==> src/rtl/rdh_pkg.sv <==
// Package for the route de-duplication table: field widths, action and status
// codes, request and result payload types and parameter defaults.
// No dependencies.
package rdh_pkg;

	localparam int ACTION_W = 2;
	localparam int BIDX_W   = 10;
	localparam int TAG_W    = 10;
	localparam int RLEN_W   = 32;
	localparam int EPS_W    = 16;
	localparam int STATUS_W = 3;
	localparam int COUNT_W  = 14;

	localparam int TABLE_SIZE_DEF     = 1024;
	localparam int BUCKET_ENTRIES_DEF = 8;
	localparam int LENGTH_BITS_DEF    = 32;

	localparam logic [EPS_W-1:0] EPS_RESET = 16'd1;

	localparam logic [ACTION_W-1:0] ACT_ADD    = 2'd0;
	localparam logic [ACTION_W-1:0] ACT_REMOVE = 2'd1;
	localparam logic [ACTION_W-1:0] ACT_CLEAR  = 2'd2;

	localparam logic [STATUS_W-1:0] ST_ADDED     = 3'd0;
	localparam logic [STATUS_W-1:0] ST_BETTER    = 3'd1;
	localparam logic [STATUS_W-1:0] ST_DUPLICATE = 3'd2;
	localparam logic [STATUS_W-1:0] ST_REMOVED   = 3'd3;
	localparam logic [STATUS_W-1:0] ST_CLEARED   = 3'd4;
	localparam logic [STATUS_W-1:0] ST_FULL      = 3'd5;
	localparam logic [STATUS_W-1:0] ST_NOT_FOUND = 3'd6;

	typedef struct packed {
		logic [ACTION_W-1:0] action;
		logic [BIDX_W-1:0]   bucket_index;
		logic [TAG_W-1:0]    tag;
		logic [RLEN_W-1:0]   route_length;
	} item_t;

	typedef struct packed {
		logic [STATUS_W-1:0] status;
		logic [COUNT_W-1:0]  route_count;
	} result_t;

endpackage

==> src/rtl/rdh_bucket_match.sv <==
// Tag search over one bucket row: finds the first live slot holding the tag
// and returns its slot index and stored length. Depends on rdh_pkg.
module rdh_bucket_match
	import rdh_pkg::*;
#(
	parameter int BUCKET_ENTRIES = BUCKET_ENTRIES_DEF,
	parameter int LENGTH_BITS    = LENGTH_BITS_DEF,
	localparam int EW = TAG_W + LENGTH_BITS,
	localparam int FW = $clog2(BUCKET_ENTRIES + 1),
	localparam int SW = (BUCKET_ENTRIES > 1) ? $clog2(BUCKET_ENTRIES) : 1
) (
	input  logic [BUCKET_ENTRIES-1:0][EW-1:0] row,
	input  logic [FW-1:0]                     fill,
	input  logic [TAG_W-1:0]                  tag,
	output logic                              hit,
	output logic [SW-1:0]                     hit_idx,
	output logic [LENGTH_BITS-1:0]            hit_len
);

	logic [BUCKET_ENTRIES-1:0] match;
	logic [BUCKET_ENTRIES-1:0] first;

	always_comb begin
		for (int i = 0; i < BUCKET_ENTRIES; i++) begin
			match[i] = (FW'(i) < fill) && (row[i][EW-1 -: TAG_W] == tag);
		end
	end

	assign first = match & (~match + BUCKET_ENTRIES'(1));
	assign hit   = |match;

	always_comb begin
		hit_idx = '0;
		hit_len = '0;
		for (int i = 0; i < BUCKET_ENTRIES; i++) begin
			if (first[i]) begin
				hit_idx = hit_idx | SW'(i);
				hit_len = hit_len | row[i][LENGTH_BITS-1:0];
			end
		end
	end

endmodule

==> config.mk <==
export PLATFORM = sky130hd
export DESIGN_NAME = rdh_bucket_match
export DESIGN_NICKNAME = d
export VERILOG_FILES = /design/src/rtl/rdh_pkg.sv /design/src/rtl/rdh_bucket_match.sv
export SDC_FILE = /design/constraint.sdc
export NUM_CORES = 1
export LEC_CHECK = 0
export ABC_AREA = 1
export BUFFER_PORTS_ARGS = -buffer_cell sky130_fd_sc_hd__buf_2
export CAP_MARGIN = 5
export CORE_AREA = 2 2 149 151
export DETAILED_ROUTE_END_ITERATION = 8
export DIE_AREA = 0 0 151 153
export GPL_ROUTABILITY_DRIVEN = 1
export GPL_TIMING_DRIVEN = 0
export PLACE_DENSITY = 0.62
export SLEW_MARGIN = 20
export SYNTH_ARGS = -nofsm -noshare
export SYNTH_HDL_FRONTEND = slang
export SYNTH_SLANG_ARGS = --single-unit
==> constraint.sdc <==
create_clock -name vclk -period 2.14
set_input_delay 0.214 -clock vclk [all_inputs]
set_output_delay 0.214 -clock vclk [all_outputs]
set_load 0.05 [all_outputs]
==> results of run 1 <==
through the flow:
stage	setup slack (ps)	hold WS, ps	TNS (ps)
after floorplan	79.1	852	0
after CTS	-126	883	-2500
after global routing	-238	921	-5320
after global placement	-721	922	-21200
final	-158	886	-2880
after detailed placement	-681	926	-21130
layer usage:
| layer | wire length [µm] | track usage, % | up-vias |
|---|---|---|---|
| li1 | - | - | 3986 |
| met1 | 11100 | 24.7 | 3694 |
| met2 | 16100 | 45.7 | 402 |
| met3 | 2670 | 4.90 | 56 |
| met4 | 1080 | 8.06 | 4 |
| met5 | 20 | 0 | - |
kinds of logic (layout without fill, tap and decap cells):
kind of cell	count (synthesis)	after routing	share of synthesized area, %
other	0	6	0
buffers and inverters	211	644	20.4
AND/OR/NAND/NOR	715	716	71.3
AO/OA/AOI/OAI	13	13	1.60
XOR/XNOR	35	35	6.74
area by class of cell:
cell class	instances	area, µm²
inverter	151	657
antenna	6	15.0
tap	280	350
multi-input combinational	764	4870
fill	2230	11900
timing repair buffer	433	2950
buffer	59	741
timing repair inverter	1	6.26
worst paths after layout:
kind	from	endpoint	slack, ps
setup / recovery	tag[3]	hit_len[27]	-160
hold / removal	row[324]	hit_len[30]	890
cells in the mapped netlist (all sizes together) (2+ instances only):
library cell,number,share of area [%]
nand2,244,21
nand3,184,21
nor2,184,16
inv,151,13
nand4,82,11
buf,56,7.5
xnor2,25,4.8
or2,12,1.7
xor2,10,1.9
o21ai,8,0.88
nor3,5,0.66
clkbuf,4,0.33
a21oi,2,0.22
power by group:
part / internal, mW / switching (mW) / total (mW)
logic: 0.513 / 0.515 / 1.03
registers: 0 / 0 / 0
clock network: 0.000000376 / 0 / 0.000000376
total: 0.513 / 0.515 / 1.03
cells in the final DEF, fill, tap and decap left out, types with 2 or more instances in the layout:
cell type	n
buf_2	337
nand2_1	171
inv_1	133
nand3_1	122
nor2_1	84
nand4_1	82
nand2_2	66
nor2_2	59
nand3_2	52
buf_6	52
nor2_4	41
buf_4	41
buf_8	25
buf_12	22
xnor2_2	11
or2_2	11
xor2_1	10
nand3_4	10
xnor2_1	8
inv_2	8
clkbuf_16	7
diode_2	6
xnor2_4	6
o21ai_0	6
clkinv_8	5
nand2_4	4
nor3_1	4
inv_8	3
inv_4	3
nand2_8	3
clkbuf_2	3
o21ai_1	2
buf_16	2
clkbuf_4	2
timing repair:
action | 4_1_cts | 5_1_grt
buffers inserted | 33 | 14
cloned | 6 | 8
pin swaps | 93 | 122
gates resized for setup | 337 | 241
endpoints found under the setup margin | 36 | 36
==> impl_metrics.env, run 1 <==
export IMPL_cts_hold_buf=0
export IMPL_cp_slowest_stage_delay_ps=190
export IMPL_die_area_um2=23100
export IMPL_ys_warn_count=0
export IMPL_pin_count=386
export IMPL_layout_drive_gt1_share_pct=55.3
export IMPL_slew_headroom_pct=79.4
export IMPL_cap_violations=0
export IMPL_fin_ws_ps=-158
export IMPL_peakVddDrop_mv=0.131
export IMPL_grt_overflow_total=0
export IMPL_critical_path_arrival_ps=2080
export IMPL_fin_nets=1760
export IMPL_whs_path_depth=6
export IMPL_drt_vias_per_instance=4.81
export IMPL_worst_slew_pin_slew_ps=308
export IMPL_start_util_pct=21.2
export IMPL_antenna_found_initial=8
export IMPL_power_density_nw_per_um2=107
export IMPL_synth_nets=1324
export IMPL_power_total_mw=1.03
export IMPL_hp_class="input pin to primary output"
export IMPL_synthDistinctLibCells=35
export IMPL_via_count=8142
export IMPL_grt_use_total_pct=23.6
export IMPL_seq_area_um2=0
export IMPL_max_freq_mhz=435
export IMPL_worstSetupPathType="input pin to primary output"
export IMPL_crit_path_end_kind="primary output"
export IMPL_grt_max_degree=11
export IMPL_dp_cells=1630
export IMPL_rsz0062_at_grt="yes"
export IMPL_drv_slew=0
export IMPL_worstSetupStartpointType="input pin"
export IMPL_cp_max_fo=8
export IMPL_routabilityCongestion=0.935
export IMPL_clock_buffers=0
export IMPL_critPathSlowestCell="buf_12"
export IMPL_die_h_um=153
export IMPL_fp_row_count=54
export IMPL_detail_route_iter0_violations=380
export IMPL_hold_viol_final=0
export IMPL_leakage_nw=5.40
export IMPL_hpwl_mm=24.7
export IMPL_ant_nets=0
export IMPL_synthCells=974
export IMPL_crit_cells=16
export IMPL_path_cells="buf_16, clkinv_8, nand2_2, nand2_1, nand2_2, nor2_4, nand3_4, buf_12, buf_8, nand3_2, nand2_2, nor2_4, nand3_1, nor2_2, nand2_1, buf_6"
export IMPL_first_global_vias=7634
export IMPL_die_w_um=151
export IMPL_netlist_area_um2=4550
export IMPL_grt_pass1_wl_mm=41.6
export IMPL_cp_num_buf_inv=5
export IMPL_core_area_um2=21500
export IMPL_setup_viol=33
export IMPL_port_buffers=376
export IMPL_period_share_pct=107
export IMPL_yosysSeqAreaShare_pct=0
export IMPL_routed_wl_mm=31.0
export IMPL_status="finished, violations left"
export IMPL_drt_pass1_iter_count=6
export IMPL_syn_avg_cell_area_um2=4.67
export IMPL_violations="setup timing"
export IMPL_path_common_cell="nand2_2"
export IMPL_cp_required_ps=1930
export IMPL_dpl_cell_area_um2=6780
export IMPL_n_sequential_cell=0
export IMPL_instances_no_fill=1694
export IMPL_area_growth_pct=111
export IMPL_crit_family="simple AND/OR/NAND/NOR gates"
export IMPL_design_area_um2=9590
export IMPL_drc=0
export IMPL_final_util_pct=44.6
export IMPL_finalCriticalPeriod_ps=2300
export IMPL_wl_per_cell_um=18.3
Note: power is estimated with default switching activity, not from simulation.
==> run 2: changes to the inputs <==
CORE_AREA = 2 2 151 153   (was 2 2 149 151)
DIE_AREA = 0 0 153 155   (was 0 0 151 153)
PLACE_DENSITY = 0.61   (was 0.62)
==> impl_metrics.env, run 2 (synthesis results as in run 1) <==
export IMPL_crit_path_end_kind="primary output"
export IMPL_slew_headroom_pct=81.6
export IMPL_finalCriticalPeriod_ps=2260
export IMPL_die_area_um2=23700
export IMPL_wl_per_cell_um=18.4
export IMPL_area_growth_pct=107
export IMPL_max_freq_mhz=443
export IMPL_start_util_pct=20.5
export IMPL_pin_count=386
export IMPL_routabilityCongestion=0.957
export IMPL_drv_slew=0
export IMPL_layout_commonest_cell="buf_2"
export IMPL_rsz0062_at_grt="yes"
export IMPL_holdWs_ps=875
export IMPL_first_global_vias=7752
export IMPL_leakage_nw=5.33
export IMPL_nFillCells=2375
export IMPL_critPathSlowestCell="xnor2_2"
export IMPL_detail_route_iter0_violations=509
export IMPL_setup_viol=31
export IMPL_grt_max_degree=11
export IMPL_peakVddDrop_mv=0.119
export IMPL_hpwl_mm=25.0
export IMPL_status="finished, violations left"
export IMPL_fin_ws_ps=-118
export IMPL_multi_input_comb_area_um2=4790
export IMPL_design_area_um2=9420
export IMPL_power_density_nw_per_um2=108
export IMPL_fp_row_count=55
export IMPL_violations="setup timing"
export IMPL_cp_required_ps=1930
export IMPL_via_count=8168
export IMPL_period_share_pct=106
export IMPL_grt_pass1_wl_mm=44.7
export IMPL_min_delay_worst_endpoint="hit_len[23]"
export IMPL_min_delay_start="row[191]"
export IMPL_final_cell_mix="buf_2 (342), nand2_1 (199), inv_1 (132)"
export IMPL_cap_violations=0
export IMPL_drt_vias_per_instance=4.80
export IMPL_critical_path_arrival_ps=2040
export IMPL_worstSetupStartpointType="input pin"
export IMPL_fin_nets=1760
export IMPL_power_total_mw=1.02
export IMPL_worstSetupPathType="input pin to primary output"
export IMPL_routed_wl_mm=31.3
export IMPL_hold_viol_final=0
export IMPL_grt_overflow_total=0
export IMPL_n_sequential_cell=0
export IMPL_path_cells="buf_8, xnor2_2, nand2_2, nor2_4, nand3_4, buf_12, nand3_4, buf_6, nor2_2, nor2_2, nand3_2, nor2_1, nand2_1, buf_6"
export IMPL_whs_path_depth=6
export IMPL_antenna_found_initial=13
export IMPL_worst_slew_pin_slew_ps=274
export IMPL_grt_use_total_pct=24.3
export IMPL_die_h_um=155
export IMPL_cp_max_fo=8
export IMPL_clock_buffers=0
export IMPL_drc=0
export IMPL_hp_class="input pin to primary output"
export IMPL_port_buffers=376
export IMPL_ant_nets=0
export IMPL_seq_area_um2=0
export IMPL_cp_slowest_stage_delay_ps=170
export IMPL_dpl_cell_area_um2=6790
export IMPL_layout_drive_gt1_share_pct=52.2
export IMPL_die_w_um=153
export IMPL_core_area_um2=22200
export IMPL_drt_pass1_iter_count=5
==> run 2: report_power, final <==
part | leakage [nW] | total [mW] | switching [mW] | internal (mW)
clock | 0.0000570 | 0.000000563 | 0 | 0.000000563
combinational | 5.33 | 1.02 | 0.511 | 0.505
sequential | 0 | 0 | 0 | 0
==> run 2: metrics by stage <==
stage | setup WS (ps) | instances | TNS [ps] | util (%)
2_1_floorplan | 79.1 | 974 | 0 | -
3_3_place_gp | -732 | 1635 | -20720 | 30.5
3_5_place_dp | -770 | 1635 | -21130 | 30.5
4_1_cts | -89.0 | 1677 | -1680 | 39.5
5_1_grt | -218 | 1696 | -5680 | 42.3
6_report | -118 | 1702 | -2310 | 42.4
==> run 2: worst max-delay path by stage <==
stage | startpoint | end | slack [ps] | cells after the start
6_report | tag[8] | hit_len[19] | -120 | 14
5_1_grt | tag[0] | hit_len[4] | -220 | 16
4_1_cts | fill[2] | hit_len[5] | -90 | 16
3_5_place_dp | fill[3] | hit_len[7] | -770 | 14
3_3_place_gp | tag[8] | hit_len[7] | -730 | 15
2_1_floorplan | tag[7] | hit_len[13] | 80 | 14
==> run 2: what timing repair did <==
| action | in CTS | in global routing |
|---|---|---|
| gates resized for setup | 414 | 121 |
| buffers inserted | 33 | 12 |
| hold buffers | 0 | 0 |
| cloned | 12 | 5 |
| setup endpoints to repair | 36 | 35 |
| pin swaps | 107 | 87 |
==> run 2: per-layer routing <==
layer,vias to the layer above,global-route usage (%),wire length [µm]
li1,3999,-,-
met1,3704,27.1,11600
met2,400,47.6,16300
met3,57,4.82,2320
met4,8,4.94,1010
met5,-,0,42
==> run 2: layout make-up <==
class                           count  share of cell area (%)
Multi-Input combinational cell    765                    50.9
Timing Repair Buffer              433                    30.7
Buffer                             58                    7.48
Inverter                          151                    6.87
Tap cell                          285                    3.79
Antenna cell                        9                   0.239
Timing Repair inverter              1                  0.0664
==> run 2: critical path: cells and delay by family <==
kind,cells,cell delay (ps)
xor+xnor,1,170
buf+inv,4,630
simple gates,9,1010
